$ cat src/hdl/sdf_pkg.sv
package sdf_pkg;

    // fixed widths of the conversion
    localparam int MAG_W      = 64;
    localparam int BCD_DIGITS = 20;
    localparam int BCD_W      = 4 * BCD_DIGITS;
    localparam int CNT_W      = 6;
    localparam int POS_W      = 6;

    // size codes
    localparam logic [1:0] SIZE_INT   = 2'd0;
    localparam logic [1:0] SIZE_LONG  = 2'd1;
    localparam logic [1:0] SIZE_LLONG = 2'd2;

    // sign codes
    localparam logic [1:0] SIGN_NONE  = 2'd0;
    localparam logic [1:0] SIGN_PLUS  = 2'd1;
    localparam logic [1:0] SIGN_SPACE = 2'd2;

    // ascii characters
    localparam logic [7:0] CH_ZERO  = 8'h30;
    localparam logic [7:0] CH_MINUS = 8'h2d;
    localparam logic [7:0] CH_PLUS  = 8'h2b;
    localparam logic [7:0] CH_SPACE = 8'h20;

    typedef struct packed {
        logic signed [63:0] value;
        logic [1:0]         value_size;
        logic [5:0]         precision;
        logic [1:0]         sign_mode;
    } num_t;

    typedef struct packed {
        logic [7:0] out_char;
        logic       last;
    } txt_t;

    // controller to datapath
    typedef struct packed {
        logic load;
        logic dabble;
        logic emit_sign;
        logic step_digit;
    } cmd_t;

    // datapath to controller
    typedef struct packed {
        logic conv_done;
        logic has_sign;
        logic digit_emit;
        logic pos_zero;
        logic slot_free;
    } sts_t;

endpackage

$ cat src/hdl/signed_decimal_formatter.sv
// sequence: accept, the 64-step shift-add-3 conversion, then the sign if any, then a digit walk
//   from the top position down over max(precision, 20) positions, precision capped at
//   MAX_PRECISION; the last character is registered at position zero, and no new number is
//   taken until the walk ends
// characters stall on txt_ready; one finished character waits in the output register
// reset: rst_n asynchronous, clears the controller state and the output valid
module signed_decimal_formatter #(
    parameter int MAX_PRECISION = 32
) (
    input  logic          clk,
    input  logic          rst_n,
    input  logic          num_valid,
    output logic          num_ready,
    input  sdf_pkg::num_t num,
    output logic          txt_valid,
    input  logic          txt_ready,
    output sdf_pkg::txt_t txt
);
    import sdf_pkg::*;

    cmd_t cmd;
    sts_t sts;

    // sequencer
    sdf_ctrl u_ctrl (
        .clk       (clk),
        .rst_n     (rst_n),
        .num_valid (num_valid),
        .num_ready (num_ready),
        .sts       (sts),
        .cmd       (cmd)
    );

    // conversion and output datapath
    sdf_datapath #(
        .MAX_PRECISION (MAX_PRECISION)
    ) u_datapath (
        .clk       (clk),
        .rst_n     (rst_n),
        .num       (num),
        .cmd       (cmd),
        .sts       (sts),
        .txt_valid (txt_valid),
        .txt_ready (txt_ready),
        .txt       (txt)
    );

endmodule

$ cat src/hdl/sdf_ctrl.sv
module sdf_ctrl (
    input  logic          clk,
    input  logic          rst_n,
    input  logic          num_valid,
    output logic          num_ready,
    input  sdf_pkg::sts_t sts,
    output sdf_pkg::cmd_t cmd
);
    import sdf_pkg::*;

    typedef enum logic [3:0] {
        ST_IDLE  = 4'b0001,
        ST_CONV  = 4'b0010,
        ST_SIGN  = 4'b0100,
        ST_DIGIT = 4'b1000
    } state_t;

    state_t state_reg, state_next;

    // state register
    always_ff @(posedge clk or negedge rst_n)
    begin
        if (!rst_n)
        begin
            state_reg <= ST_IDLE;
        end
        else
        begin
            state_reg <= state_next;
        end
    end

    // next state and commands
    always_comb
    begin
        state_next = state_reg;
        cmd        = '0;
        num_ready  = 1'b0;
        case (state_reg)
            ST_IDLE:
            begin
                num_ready = 1'b1;
                if (num_valid)
                begin
                    cmd.load   = 1'b1;
                    state_next = ST_CONV;
                end
            end
            ST_CONV:
            begin
                cmd.dabble = 1'b1;
                if (sts.conv_done)
                begin
                    state_next = sts.has_sign ? ST_SIGN : ST_DIGIT;
                end
            end
            ST_SIGN:
            begin
                if (sts.slot_free)
                begin
                    cmd.emit_sign = 1'b1;
                    state_next    = ST_DIGIT;
                end
            end
            ST_DIGIT:
            begin
                if (sts.slot_free || !sts.digit_emit)
                begin
                    cmd.step_digit = 1'b1;
                    if (sts.pos_zero)
                    begin
                        state_next = ST_IDLE;
                    end
                end
            end
            default:
            begin
                state_next = ST_IDLE;
            end
        endcase
    end

endmodule

$ cat src/hdl/sdf_datapath.sv
module sdf_datapath #(
    parameter int MAX_PRECISION = 32
) (
    input  logic          clk,
    input  logic          rst_n,
    input  sdf_pkg::num_t num,
    input  sdf_pkg::cmd_t cmd,
    output sdf_pkg::sts_t sts,
    output logic          txt_valid,
    input  logic          txt_ready,
    output sdf_pkg::txt_t txt
);
    import sdf_pkg::*;

    localparam logic [POS_W-1:0] MAX_P   = POS_W'(MAX_PRECISION);
    localparam logic [POS_W-1:0] NDIG    = POS_W'(BCD_DIGITS);
    localparam logic [CNT_W-1:0] LAST_CT = CNT_W'(MAG_W - 1);

    logic [MAG_W-1:0] mag_reg, mag_next;
    logic [BCD_W-1:0] bcd_reg, bcd_next;
    logic [CNT_W-1:0] cnt_reg, cnt_next;
    logic [POS_W-1:0] pos_reg, pos_next;
    logic [POS_W-1:0] prec_reg, prec_next;
    logic             seen_reg, seen_next;
    logic             has_sign_reg, has_sign_next;
    logic [7:0]       sign_ch_reg, sign_ch_next;
    logic             txt_valid_reg, txt_valid_next;
    txt_t             txt_reg, txt_next;

    logic [MAG_W-1:0] ext;
    logic             neg;
    logic [POS_W-1:0] prec_sat;
    logic [BCD_W-1:0] bcd_adj;
    logic [3:0]       cur_digit;
    logic             in_bcd;
    logic             emit_now;
    logic             slot_free;

    // operand widening and magnitude
    always_comb
    begin
        if (num.value_size == SIZE_LONG || num.value_size == SIZE_LLONG)
        begin
            ext = num.value;
        end
        else
        begin
            ext = {{(MAG_W - 32){num.value[31]}}, num.value[31:0]};
        end
        neg      = ext[MAG_W-1];
        prec_sat = (num.precision > MAX_P) ? MAX_P : num.precision;
    end

    // add-3 correction on each bcd digit
    always_comb
    begin
        for (int d = 0; d < BCD_DIGITS; d++)
        begin
            if (bcd_reg[4*d +: 4] >= 4'd5)
            begin
                bcd_adj[4*d +: 4] = bcd_reg[4*d +: 4] + 4'd3;
            end
            else
            begin
                bcd_adj[4*d +: 4] = bcd_reg[4*d +: 4];
            end
        end
    end

    // digit at the current position, leading zeros skipped
    assign in_bcd    = pos_reg < NDIG;
    assign cur_digit = in_bcd ? bcd_reg[BCD_W-1 -: 4] : 4'd0;
    assign emit_now  = (pos_reg < prec_reg) || seen_reg || (cur_digit != 4'd0)
                       || (pos_reg == '0);
    assign slot_free = !txt_valid_reg || txt_ready;

    // next values
    always_comb
    begin
        mag_next       = mag_reg;
        bcd_next       = bcd_reg;
        cnt_next       = cnt_reg;
        pos_next       = pos_reg;
        prec_next      = prec_reg;
        seen_next      = seen_reg;
        has_sign_next  = has_sign_reg;
        sign_ch_next   = sign_ch_reg;
        txt_next       = txt_reg;
        txt_valid_next = txt_valid_reg;

        if (txt_ready)
        begin
            txt_valid_next = 1'b0;
        end

        if (cmd.load)
        begin
            mag_next  = neg ? (MAG_W'(0) - ext) : ext;
            bcd_next  = '0;
            cnt_next  = '0;
            prec_next = prec_sat;
            seen_next = 1'b0;
            pos_next  = (prec_sat > NDIG) ? (prec_sat - POS_W'(1)) : (NDIG - POS_W'(1));
            if (neg)
            begin
                has_sign_next = 1'b1;
                sign_ch_next  = CH_MINUS;
            end
            else
            begin
                case (num.sign_mode)
                    SIGN_PLUS:
                    begin
                        has_sign_next = 1'b1;
                        sign_ch_next  = CH_PLUS;
                    end
                    SIGN_SPACE:
                    begin
                        has_sign_next = 1'b1;
                        sign_ch_next  = CH_SPACE;
                    end
                    default:
                    begin
                        has_sign_next = 1'b0;
                        sign_ch_next  = CH_SPACE;
                    end
                endcase
            end
        end

        if (cmd.dabble)
        begin
            bcd_next = {bcd_adj[BCD_W-2:0], mag_reg[MAG_W-1]};
            mag_next = {mag_reg[MAG_W-2:0], 1'b0};
            cnt_next = cnt_reg + CNT_W'(1);
        end

        if (cmd.emit_sign)
        begin
            txt_next.out_char = sign_ch_reg;
            txt_next.last     = 1'b0;
            txt_valid_next    = 1'b1;
        end

        if (cmd.step_digit)
        begin
            if (emit_now)
            begin
                txt_next.out_char = CH_ZERO + {4'd0, cur_digit};
                txt_next.last     = (pos_reg == '0);
                txt_valid_next    = 1'b1;
                seen_next         = 1'b1;
            end
            if (in_bcd)
            begin
                bcd_next = {bcd_reg[BCD_W-5:0], 4'd0};
            end
            pos_next = pos_reg - POS_W'(1);
        end
    end

    // control registers
    always_ff @(posedge clk or negedge rst_n)
    begin
        if (!rst_n)
        begin
            txt_valid_reg <= 1'b0;
        end
        else
        begin
            txt_valid_reg <= txt_valid_next;
        end
    end

    // payload registers
    always_ff @(posedge clk)
    begin
        mag_reg      <= mag_next;
        bcd_reg      <= bcd_next;
        cnt_reg      <= cnt_next;
        pos_reg      <= pos_next;
        prec_reg     <= prec_next;
        seen_reg     <= seen_next;
        has_sign_reg <= has_sign_next;
        sign_ch_reg  <= sign_ch_next;
        txt_reg      <= txt_next;
    end

    // status to controller
    assign sts.conv_done  = (cnt_reg == LAST_CT);
    assign sts.has_sign   = has_sign_reg;
    assign sts.digit_emit = emit_now;
    assign sts.pos_zero   = (pos_reg == '0);
    assign sts.slot_free  = slot_free;

    assign txt_valid = txt_valid_reg;
    assign txt       = txt_reg;

endmodule
$ cat config.mk
export PLATFORM = sky130hd
export DESIGN_NAME = signed_decimal_formatter
export DESIGN_NICKNAME = d
export VERILOG_FILES = /design/src/hdl/sdf_pkg.sv /design/src/hdl/signed_decimal_formatter.sv /design/src/hdl/sdf_ctrl.sv /design/src/hdl/sdf_datapath.sv
export SDC_FILE = /design/constraint.sdc
export NUM_CORES = 1
export LEC_CHECK = 0
export BUFFER_PORTS_ARGS = -buffer_cell sky130_fd_sc_hd__buf_2
export CORE_MARGIN = 1
export CORE_UTILIZATION = 47
export DETAILED_ROUTE_END_ITERATION = 10
export GPL_ROUTABILITY_DRIVEN = 0
export GPL_TIMING_DRIVEN = 0
export PLACE_DENSITY = 0.7
export SLEW_MARGIN = 10
export SYNTH_ARGS = -nofsm -noshare
export SYNTH_HDL_FRONTEND = slang
export SYNTH_HIERARCHICAL = 1
export SYNTH_SLANG_ARGS = --single-unit
$ cat constraint.sdc
create_clock -name clk -period 10.84 [get_ports clk]
set_input_delay 2.168 -clock clk [delete_from_list [all_inputs] [get_ports clk]]
set_output_delay 2.168 -clock clk [all_outputs]
set_load 0.02 [all_outputs]
==> impl_metrics.tcl, run 1 <==
set metrics [dict create \
    status "completed" \
    period_share_pct 42.97 \
    maxCapViolations 0 \
    synthArstFlopShare_pct 2.762 \
    ys_types 68 \
    seqCellArea_um2 4501 \
    tightestPinTransition_ns 0.9523 \
    stdcell_area_um2 12770 \
    synthCells 1342 \
    dp_hpwl_um 19890 \
    cts_root_buf "clkbuf_16" \
    rows 56 \
    synthXorXnorAreaFrac_pct 7.118 \
    die_x_um 157.2 \
    io_buffer_count 88 \
    io_pins 89 \
    final_max_slew_viol_count 0 \
    clk_latency_ns 0.43 \
    clk_pin_slew_worst_paths_ns 0.08 \
    yosys.area.top_type "edfxtp_1" \
    drt_iter0_drc 965 \
    hold_depth 1 \
    timing.fmax_ghz 0.2147 \
    grt_max_degree 49 \
    route.detailed.drc 0 \
    grt_pass1_vias 9635 \
    yosysWarnings 6 \
    overflow 0 \
    combPwrFrac_pct 39.9 \
    startpoint_type "input port" \
    post_cts_resized 0 \
    required_ns 11.06 \
    n_fill_cell 2260 \
    viasPerCell 5.700 \
    most-common-layout-cells "209 x nand2_1, 132 x nor2_1, 109 x o21ai_0, 108 x a21oi_1" \
    cts_setup_buffers 0 \
    htreeDepth 4 \
    tritoncts "done" \
    max_slew_margin_pct 36.06 \
    drt_wl_total_um 28130 \
    grt_antenna_before_repair 0 \
    dieArea_um2 24710 \
    cts_max_path_buffers 2 \
    drt-pass1-iter-count 6 \
    fin_hold_ws_ns 0.4423 \
    min_path_type "register to register" \
    power.leakage_uw 0.005037 \
    layout-drive-gt1-share_pct 10.46 \
    p_int_uw 1823 \
    multi_input_area_um2 6245 \
    synth_edf_count 85 \
    clock_skew_ns 0.01304 \
    largest_reg_flops 80 \
    fin_crit_ns 4.658 \
    p_per_area_nw_per_um2 239.6 \
    synth_top_family_by_area "compound AO/OA/AOI/OAI gates" \
    synth_seq_cells 181 \
    grt.total_usage_pct 23.62 \
    reg2reg_depth 13 \
    synth.area.top_cells "edfxtp_1 23%, dfxtp_1 16%, nand2_1 6.9%" \
    detail-route-antenna-nets 0 \
    switching_share_pct 40.43 \
    peakVddDrop_mv 0.1311 \
    synth_nets 1472 \
    synthSimpleGateAreaFrac_pct 19.26 \
    final_common_cell "nand2_1" \
    die_h_um 157.2 \
    finalHoldViolations 0 \
    power_frac_seq_pct 39.9 \
    p_switching_uw 1237 \
    cts-hold-fix-buffers 0 \
    num_vias 10160 \
    synth_adder_area_share_pct 5.748 \
    setup-violations-final 0 \
    rsz0062_at_grt "no" \
    wire_per_inst_um 15.78 \
    end_kind "register" \
    fin_tns_setup_ns 0 \
    crit_fanout 10 \
    netlist_area_um2 11320 \
    cts_buffers 17 \
    yosys-mux-area-fraction_pct 0.9727 \
    n_antenna_cell 0 \
    cts.sinks 181 \
    core-area_um2 23540 \
    synth-main-ff-cell "dfxtp_1" \
    final_nets 1580 \
    syn_to_final_growth_pct 12.82 \
    floorplan.initialDensity_pct 48.08 \
    grt_pass1_wl_um 46940 \
    synth-seq-area-share_pct 39.76 \
    postSynthAreaPerCell_um2 8.435 \
    power_frac_clock_pct 20.3 \
    place_area_um2 12190 \
    synth_compound_area_share_pct 22.07 \
    crit_type "input port to register" \
    synth_top_area_share_pct 22.55 \
    arrival_ns 4.88 \
]
logic make-up (layout without fill, tap and decap cells):
kind of cell	Yosys count	count (layout)
buffers and inverters	141	262
AND/OR/NAND/NOR	474	474
multiplexers	11	11
adder cells (fa/ha/maj)	52	52
flip-flops	181	181
XOR/XNOR	92	92
AO/OA/AOI/OAI	391	391
Yosys cell counts (all sizes together) (17+ instances only):
library cell	instances
xnor2	41
nor2	133
clkbuf	63
a221oi	69
inv	63
o21ai	123
a21oi	110
nand2	209
o31ai	23
a31oi	17
xor2	51
edfxtp	85
dfxtp	91
nand2b	44
ha	52
per-stage QoR:
| stage | worst slack, ns | total power [uW] | cells | utilization [%] |
|---|---|---|---|---|
| 2_1_floorplan | 5.991 | 2080 | 1342 | - |
| 3_3_place_gp | 4.781 | 2389 | 1749 | 51.65 |
| 3_5_place_dp | 5.817 | 2436 | 1750 | 51.78 |
| 4_1_cts | 6.227 | 3068 | 1782 | 54.25 |
| 5_1_grt | 5.930 | 3283 | 1782 | 54.25 |
| 6_report | 6.182 | 3060 | 1782 | 54.25 |
path summary, 6_finish.rpt:
kind                                                start                                to  slack [ns]
hold reg to reg                 u_datapath/txt[6]$_DFF_P_         u_datapath/txt[6]$_DFF_P_        0.44
max in group asynchronous                           rst_n   u_ctrl/state_reg[0]$_DFFE_PN1P_        9.10
setup / recovery                                  num[34]  u_datapath/mag_reg[38]$_DFFE_PP_        6.18
min in group asynchronous                           rst_n    u_datapath/txt_valid$_DFF_PN0_        1.53
setup reg to reg           u_datapath/bcd_reg[76]$_DFF_P_    u_datapath/bcd_reg[11]$_DFF_P_        7.04
hold / removal                  u_datapath/txt[6]$_DFF_P_         u_datapath/txt[6]$_DFF_P_        0.44
final cells by class:
cell class,instances,area share (%)
plain buffers,77,2.616
clock buffers,17,3.331
clock inverters,15,1.225
inverters,64,1.901
multi-input cells,1020,48.90
flip-flops and latches,181,35.24
well taps,319,3.125
repair buffers,89,3.664
metal layers:
metal,up-vias,GRT usage [%],share of wire [%]
met1,4776,31.99,47
met4,0,7.721,1.6
met2,323,38.56,47
met3,40,3.497,5.1
li1,5018,-,-
met5,-,0,0
worst max-delay path, cell delays in order:
cell and delay (ns):
buf_2 0.13, nor4_1 0.76, nand3_2 0.32, nor4_4 0.71, buf_6 0.24, a21oi_1 0.09, xor2_1 0.16, o21ai_0 0.30
power by group through the flow:
stage               Sequential [uW]  Clock, uW  Combinational (uW)
global route                   1250        660                1370
global placement               1230          0                1160
floorplan                      1200          0                 882
detailed placement             1230          0                1210
CTS                            1220        633                1220
finish                         1220        620                1220
Power figures use the tool's default switching activity.
==> inputs of run 2 (changes only) <==
--- a/config.mk
+++ b/config.mk
@@ -5,6 +5,7 @@
 export SDC_FILE = /design/constraint.sdc
 export NUM_CORES = 1
 export LEC_CHECK = 0
+export ABC_AREA = 1
 export BUFFER_PORTS_ARGS = -buffer_cell sky130_fd_sc_hd__buf_2
 export CORE_MARGIN = 1
 export CORE_UTILIZATION = 47
==> constraint.sdc (replaced) <==
create_clock -name clk -period 4.8 [get_ports clk]
set_input_delay 0.96 -clock clk [delete_from_list [all_inputs] [get_ports clk]]
set_output_delay 0.96 -clock clk [all_outputs]
set_load 0.02 [all_outputs]
==> run 2 against run 1 <==
Against the previous run:
- die area is 6.4% higher
- final area is 5.7% higher
- clock skew is 0.0031 ns higher
- setup slack worse by 5.3 ns
- routed wire length is 16% higher
- largest cell class unchanged
- largest power group is now combinational cells
- highest routed layer unchanged
==> impl_metrics.tcl, run 2 <==
set metrics [dict create \
    status "completed" \
    die_x_um 162.1 \
    max_slew_margin_pct 24.08 \
    required_ns 5.10 \
    crit_type "register to register" \
    postSynthAreaPerCell_um2 6.996 \
    synth_top_area_share_pct 21.19 \
    synth.most_common_cell "nand2_1" \
    htreeDepth 4 \
    syn_to_final_growth_pct 12.09 \
    stdcell_count 2173 \
    drt_wl_total_um 32500 \
    overflow 0 \
    cpMostUsedCell "nor2_1" \
    core-area_um2 25180 \
    final_max_slew_viol_count 0 \
    rsz0062_at_grt "no" \
    path_cells "inv_1, nor2_1, nand2_1, nor2_1, inv_1, nor2_1, clkbuf_1, clkbuf_1, nand3_1, nand2_1" \
    p_per_area_nw_per_um2 527.4 \
    tritoncts "done" \
    min_path_type "input port to async pin" \
    die_h_um 162.1 \
    slowest_stage "nor2_1" \
    grt_pass1_vias 10760 \
    arrival_ns 4.17 \
    layout-drive-gt1-share_pct 10.26 \
    route.detailed.drc 0 \
    power.leakage_uw 0.005915 \
    cts-hold-fix-buffers 0 \
    synth_common_cells "363 x nand2_1, 226 x inv_1, 189 x nor2_1" \
    dieArea_um2 26280 \
    final_util_pct 53.63 \
    synth_nets 1852 \
    rows 58 \
    grt_antenna_before_repair 0 \
    wire_per_inst_um 14.96 \
    max_stage_delay_ns 0.86 \
    cts_buffers 17 \
    crit_fanout 12 \
    final_nets 1960 \
    viasPerCell 5.469 \
    detail-route-antenna-nets 0 \
    ys_types 45 \
    netlist_area_um2 12050 \
    io_buffer_count 88 \
    setup-violations-final 0 \
    clk_latency_ns 0.44 \
    seqCellArea_um2 4501 \
    synth-seq-area-share_pct 37.36 \
    synthArstFlopShare_pct 2.762 \
    most-common-layout-cells "363 x nand2_1, 226 x inv_1, 189 x nor2_1, 163 x nand3_1, 162 x o21ai_0" \
    maxCapViolations 0 \
    placedCellCount 2141 \
    drt-pass1-iter-count 5 \
    tightestPinTransition_ns 1.135 \
    period_share_pct 80.80 \
    largest_reg_flops 80 \
    floorplan.initialDensity_pct 47.84 \
    end_kind "register" \
    multi_input_area_um2 6314 \
    dp_hpwl_um 24050 \
    drt_iter0_drc 1100 \
    startpoint_type "register" \
    n_antenna_cell 0 \
    cts_max_path_buffers 2 \
    timing.fmax_ghz 0.2579 \
    yosysWarnings 6 \
    cts.sinks 181 \
    post_cts_resized 0 \
    final_common_cell "nand2_1" \
    peakVddDrop_mv 0.3280 \
    synth_edf_count 85 \
    synth_seq_cells 181 \
    synth-main-ff-cell "dfxtp_1" \
    clock_skew_ns 0.01613 \
    synth.area.top_cells "edfxtp_1 21%, dfxtp_1 15%, nand2_1 11%" \
    yosys.area.top_type "edfxtp_1" \
    n_fill_cell 2454 \
    cts_root_buf "clkbuf_16" \
    io_pins 89 \
    finalHoldViolations 0 \
    grt.total_usage_pct 24.99 \
    num_vias 11890 \
    synthCells 1722 \
    grt_max_degree 49 \
    fin_crit_ns 3.878 \
    clk_pin_slew_worst_paths_ns 0.07 \
    cts_setup_buffers 0 \
    grt_pass1_wl_um 52440 \
]
-- run 2: layout make-up --
cell class,instances,area share [%]
repair buffers,89,3.465
inverters,238,6.615
plain buffers,70,2.548
clock inverters,14,0.9821
clock buffers,18,3.252
well taps,330,3.058
multi-input cells,1233,46.75
flip-flops and latches,181,33.33
-- run 2: where the power goes --
part / switching, uW / internal, uW / total, uW
Combinational: 2040 / 943 / 2980
Clock: 662 / 703 / 1370
Sequential: 351 / 2420 / 2770
Total: 3050 / 4070 / 7120
-- run 2: worst max-delay path, delay by kind of cell (launching register included) --
| family | cells | cell delay (ns) |
|---|---|---|
| buf+inv | 4 | 1.37 |
| flops | 1 | 0.56 |
| simple gates | 6 | 1.79 |
-- run 2: per-layer routing --
| layer | part of all wire (%) | track usage (%) | vias up |
|---|---|---|---|
| met3 | 6.6 | 3.422 | 49 |
| met5 | 0 | 0 | - |
| met2 | 46 | 41.36 | 473 |
| li1 | - | - | 5923 |
| met4 | 1.7 | 6.475 | 0 |
| met1 | 46 | 34.19 | 5440 |
-- run 2: kinds of logic (layout without fill, tap and decap cells) --
| group | count (synthesis) | after routing | share of synthesized area [%] |
|---|---|---|---|
| buffers and inverters | 308 | 429 | 10.24 |
| AOI/OAI and AO/OA | 354 | 354 | 16.17 |
| adders and majority gates | 52 | 52 | 5.400 |
| xor gates and xnor gates | 44 | 44 | 3.199 |
| DFF | 181 | 181 | 37.36 |
| and+or+nand+nor | 783 | 783 | 27.64 |
-- run 2: per-stage QoR --
step / hold WS, ns / TNS (ns) / power (uW) / instance area [um2] / worst slack, ns
after floorplan: 0.4280 / 0 / 4841 / 12050 / 0.3266
after global placement: 0.4129 / -98.02 / 5645 / 12900 / -1.310
after detailed placement: 0.4198 / 0 / 5736 / 12930 / 0.6996
after CTS: 0.3120 / 0 / 7122 / 13500 / 0.9876
after global routing: 0.3063 / 0 / 7671 / 13500 / 0.7109
final: 0.3244 / 0 / 7122 / 13500 / 0.9218
-- run 2: final timing paths --
path                                                 start  cells after the start  slack [ns]                                to
min in group clk                 u_datapath/txt[7]$_DFF_P_                      2        0.43         u_datapath/txt[7]$_DFF_P_
hold / removal                                       rst_n                      1        0.32   u_ctrl/state_reg[1]$_DFFE_PN0P_
setup reg to reg           u_ctrl/state_reg[0]$_DFFE_PN1P_                     10        0.92  u_datapath/mag_reg[54]$_DFFE_PP_
max in group asynchronous                            rst_n                      1        4.27   u_ctrl/state_reg[0]$_DFFE_PN1P_
setup / recovery           u_ctrl/state_reg[0]$_DFFE_PN1P_                     10        0.92  u_datapath/mag_reg[54]$_DFFE_PP_
hold reg to reg                  u_datapath/txt[7]$_DFF_P_                      2        0.43         u_datapath/txt[7]$_DFF_P_
==> inputs of run 3 (changes only) <==
--- a/config.mk
+++ b/config.mk
@@ -5,7 +5,7 @@
 export SDC_FILE = /design/constraint.sdc
 export NUM_CORES = 1
 export LEC_CHECK = 0
-export ABC_AREA = 1
+export ABC_AREA = 0
 export BUFFER_PORTS_ARGS = -buffer_cell sky130_fd_sc_hd__buf_2
 export CORE_MARGIN = 1
 export CORE_UTILIZATION = 47
==> constraint.sdc (replaced) <==
create_clock -name clk -period 3.8 [get_ports clk]
set_input_delay 0.76 -clock clk [delete_from_list [all_inputs] [get_ports clk]]
set_output_delay 0.76 -clock clk [all_outputs]
set_load 0.02 [all_outputs]
==> run 3 against run 2 <==
Against the previous run:
- routed wire length is 14% lower
- via count decreased by 14%
- register-to-register slack lost 0.63 ns
- setup slack got worse by 0.63 ns
- sequential share of layout area rose by 1.8 points
- largest cell class unchanged
- final area fell by 5.1%
- non-clock buffer count increased by 7
- count of clock-buffer cells in the layout grew 4
==> impl_metrics.tcl, run 3 (synthesis results as in run 1) <==
set metrics [dict create \
    status "completed" \
    dieArea_um2 24710 \
    p_per_area_nw_per_um2 686.1 \
    reg2reg_depth 12 \
    io_pins 89 \
    rows 56 \
    arrival_ns 3.80 \
    dp_hpwl_um 19900 \
    io_buffer_count 88 \
    gr-max-usage-layer "met2" \
    cp-startpoint "u_datapath/bcd_reg[76]$_DFF_P_" \
    floorplan.initialDensity_pct 48.08 \
    maxCapViolations 0 \
    cts.sinks 181 \
    num_vias 10180 \
    power.leakage_uw 0.005071 \
    rsz0062_at_grt "no" \
    cts_max_path_buffers 2 \
    crit_end "u_datapath/bcd_reg[57]$_DFF_P_" \
    grtUsageMet1_pct 31.39 \
    max_stage_delay_ns 0.55 \
    cts-hold-fix-buffers 0 \
    final_nets 1580 \
    required_ns 4.09 \
    startpoint_type "register" \
    cpMostUsedCell "a21oi_1" \
    r2r_slack_ns 0.29 \
    clk_pin_slew_worst_paths_ns 0.07 \
    final_common_cell "nand2_1" \
    timing.fmax_ghz 0.2851 \
    grt.total_usage_pct 23.29 \
    setup_slack_ns 0.2924 \
    drt-pass1-iter-count 7 \
    drt_iter0_drc 904 \
    cts_root_buf "clkbuf_16" \
    r2r_start "u_datapath/bcd_reg[76]$_DFF_P_" \
    crit_type "register to register" \
    fin_tns_setup_ns 0 \
    rr_endpoint "u_datapath/bcd_reg[57]$_DFF_P_" \
    use_met2_pct 38.33 \
    most-common-layout-cells "209 x nand2_1, 132 x nor2_1, 109 x o21ai_0, 108 x a21oi_1" \
    cts_buffers 17 \
    grt_pass1_wl_um 46380 \
    min_path_type "input port to async pin" \
    setup-violations-final 0 \
    syn_to_final_growth_pct 13.22 \
    period_share_pct 92.31 \
    tritoncts "done" \
    grt_antenna_before_repair 0 \
    layout-drive-gt1-share_pct 11.00 \
    clock_skew_ns 0.01356 \
    crit_fanout 10 \
    wire_per_inst_um 15.76 \
    core-area_um2 23540 \
    final_max_slew_viol_count 0 \
    detail-route-antenna-nets 0 \
    n_antenna_cell 0 \
    die_x_um 157.2 \
    end_kind "register" \
    slowest_stage "or4_1" \
    overflow 0 \
    finalHoldViolations 0 \
    max_slew_margin_pct 33.75 \
    largest_reg_flops 80 \
    drt_wl_total_um 28090 \
    clk_latency_ns 0.43 \
    peakVddDrop_mv 0.3961 \
    crit_family "buffers and inverters" \
    cts_setup_buffers 0 \
    grt_pass1_vias 9579 \
    crit_buf_inv 4 \
    htreeDepth 4 \
    crit_cells 12 \
    die_h_um 157.2 \
    path_cells "or4_1, a21oi_1, a2bb2oi_1, o21ai_0, or2_2, buf_4, a21oi_1, clkbuf_1, and2_1, clkbuf_2, clkbuf_1, a21oi_1" \
    tightestPinTransition_ns 0.9866 \
    grt_max_degree 37 \
    viasPerCell 5.714 \
    fin_crit_ns 3.508 \
    use_met3_pct 3.800 \
    route.detailed.drc 0 \
    dp_slack_ns -0.1690 \
]
[run 3: cell types whose count changed in the layout (fill, tap and decap cells not counted), moves of 44 or more]
| cell | delta |
|---|---|
| a221oi_1 | +68 |
| inv_1 | -164 |
| nand2_1 | -154 |
| nand2b_1 | +44 |
| nand3_1 | -155 |
| nor2_1 | -57 |
| o21ai_0 | -53 |
[run 3: metal layers]
layer  vias to the layer above  routed length, um
li1                       5016                  -
met3                        35               1719
met1                      4747              12830
met4                         0                317
met2                       385              13230
met5                         -                  0
[run 3: where the power goes]
part | internal [uW] | switching (uW)
Clock | 1050 | 789
Combinational | 1290 | 2180
Sequential | 2980 | 504
[run 3: worst min-delay path by stage]
stage,slack [ns],from,to
2_1_floorplan,0.43,u_datapath/seen_reg$_DFF_P_,u_datapath/seen_reg$_DFF_P_
3_3_place_gp,0.43,u_datapath/txt[6]$_DFF_P_,u_datapath/txt[6]$_DFF_P_
3_5_place_dp,0.43,u_datapath/txt[6]$_DFF_P_,u_datapath/txt[6]$_DFF_P_
4_1_cts,0.12,rst_n,u_datapath/txt_valid$_DFF_PN0_
5_1_grt,0.12,rst_n,u_datapath/txt_valid$_DFF_PN0_
6_report,0.14,rst_n,u_datapath/txt_valid$_DFF_PN0_
[run 3: through the flow]
| stage | instances | instance area (um2) | utilization, % | hold slack, ns | power, uW |
|---|---|---|---|---|---|
| finish | 1782 | 12820 | 54.44 | 0.1362 | 8793 |
| global route | 1782 | 12820 | 54.44 | 0.1222 | 9428 |
| CTS | 1782 | 12800 | 54.39 | 0.1226 | 8809 |
| detailed placement | 1750 | 12180 | 51.75 | 0.4268 | 6929 |
| global placement | 1749 | 12160 | 51.66 | 0.4254 | 6815 |
| floorplan | 1342 | 11320 | - | 0.4298 | 5931 |
[run 3: timing repair]
item | 4_1_cts | 5_1_grt
gates resized for setup | 0 | 16
endpoints found under the setup margin | 0 | 116
endpoints found under the hold margin | 0 | 0
[run 3: area by class of cell]
| cell class | count | area [um2] |
|---|---|---|
| clock buffer | 22 | 518.0 |
| clock inverter | 10 | 103.9 |
| inverter | 64 | 244.0 |
| tap | 319 | 399.1 |
| sequential | 181 | 4501 |
| fill | 2239 | 10730 |
| multi-input combinational | 1020 | 6246 |
| buffer | 77 | 344.1 |
| timing repair buffer | 89 | 460.4 |
[run 3: worst reg2reg max path, delay by kind of cell, from the launching register on]
kind,cells,cell delay (ns)
flip-flops,1,0.39
AND/OR/NAND/NOR,3,1.11
buffers and inverters,4,1.18
AO/OA/AOI/OAI,5,0.70
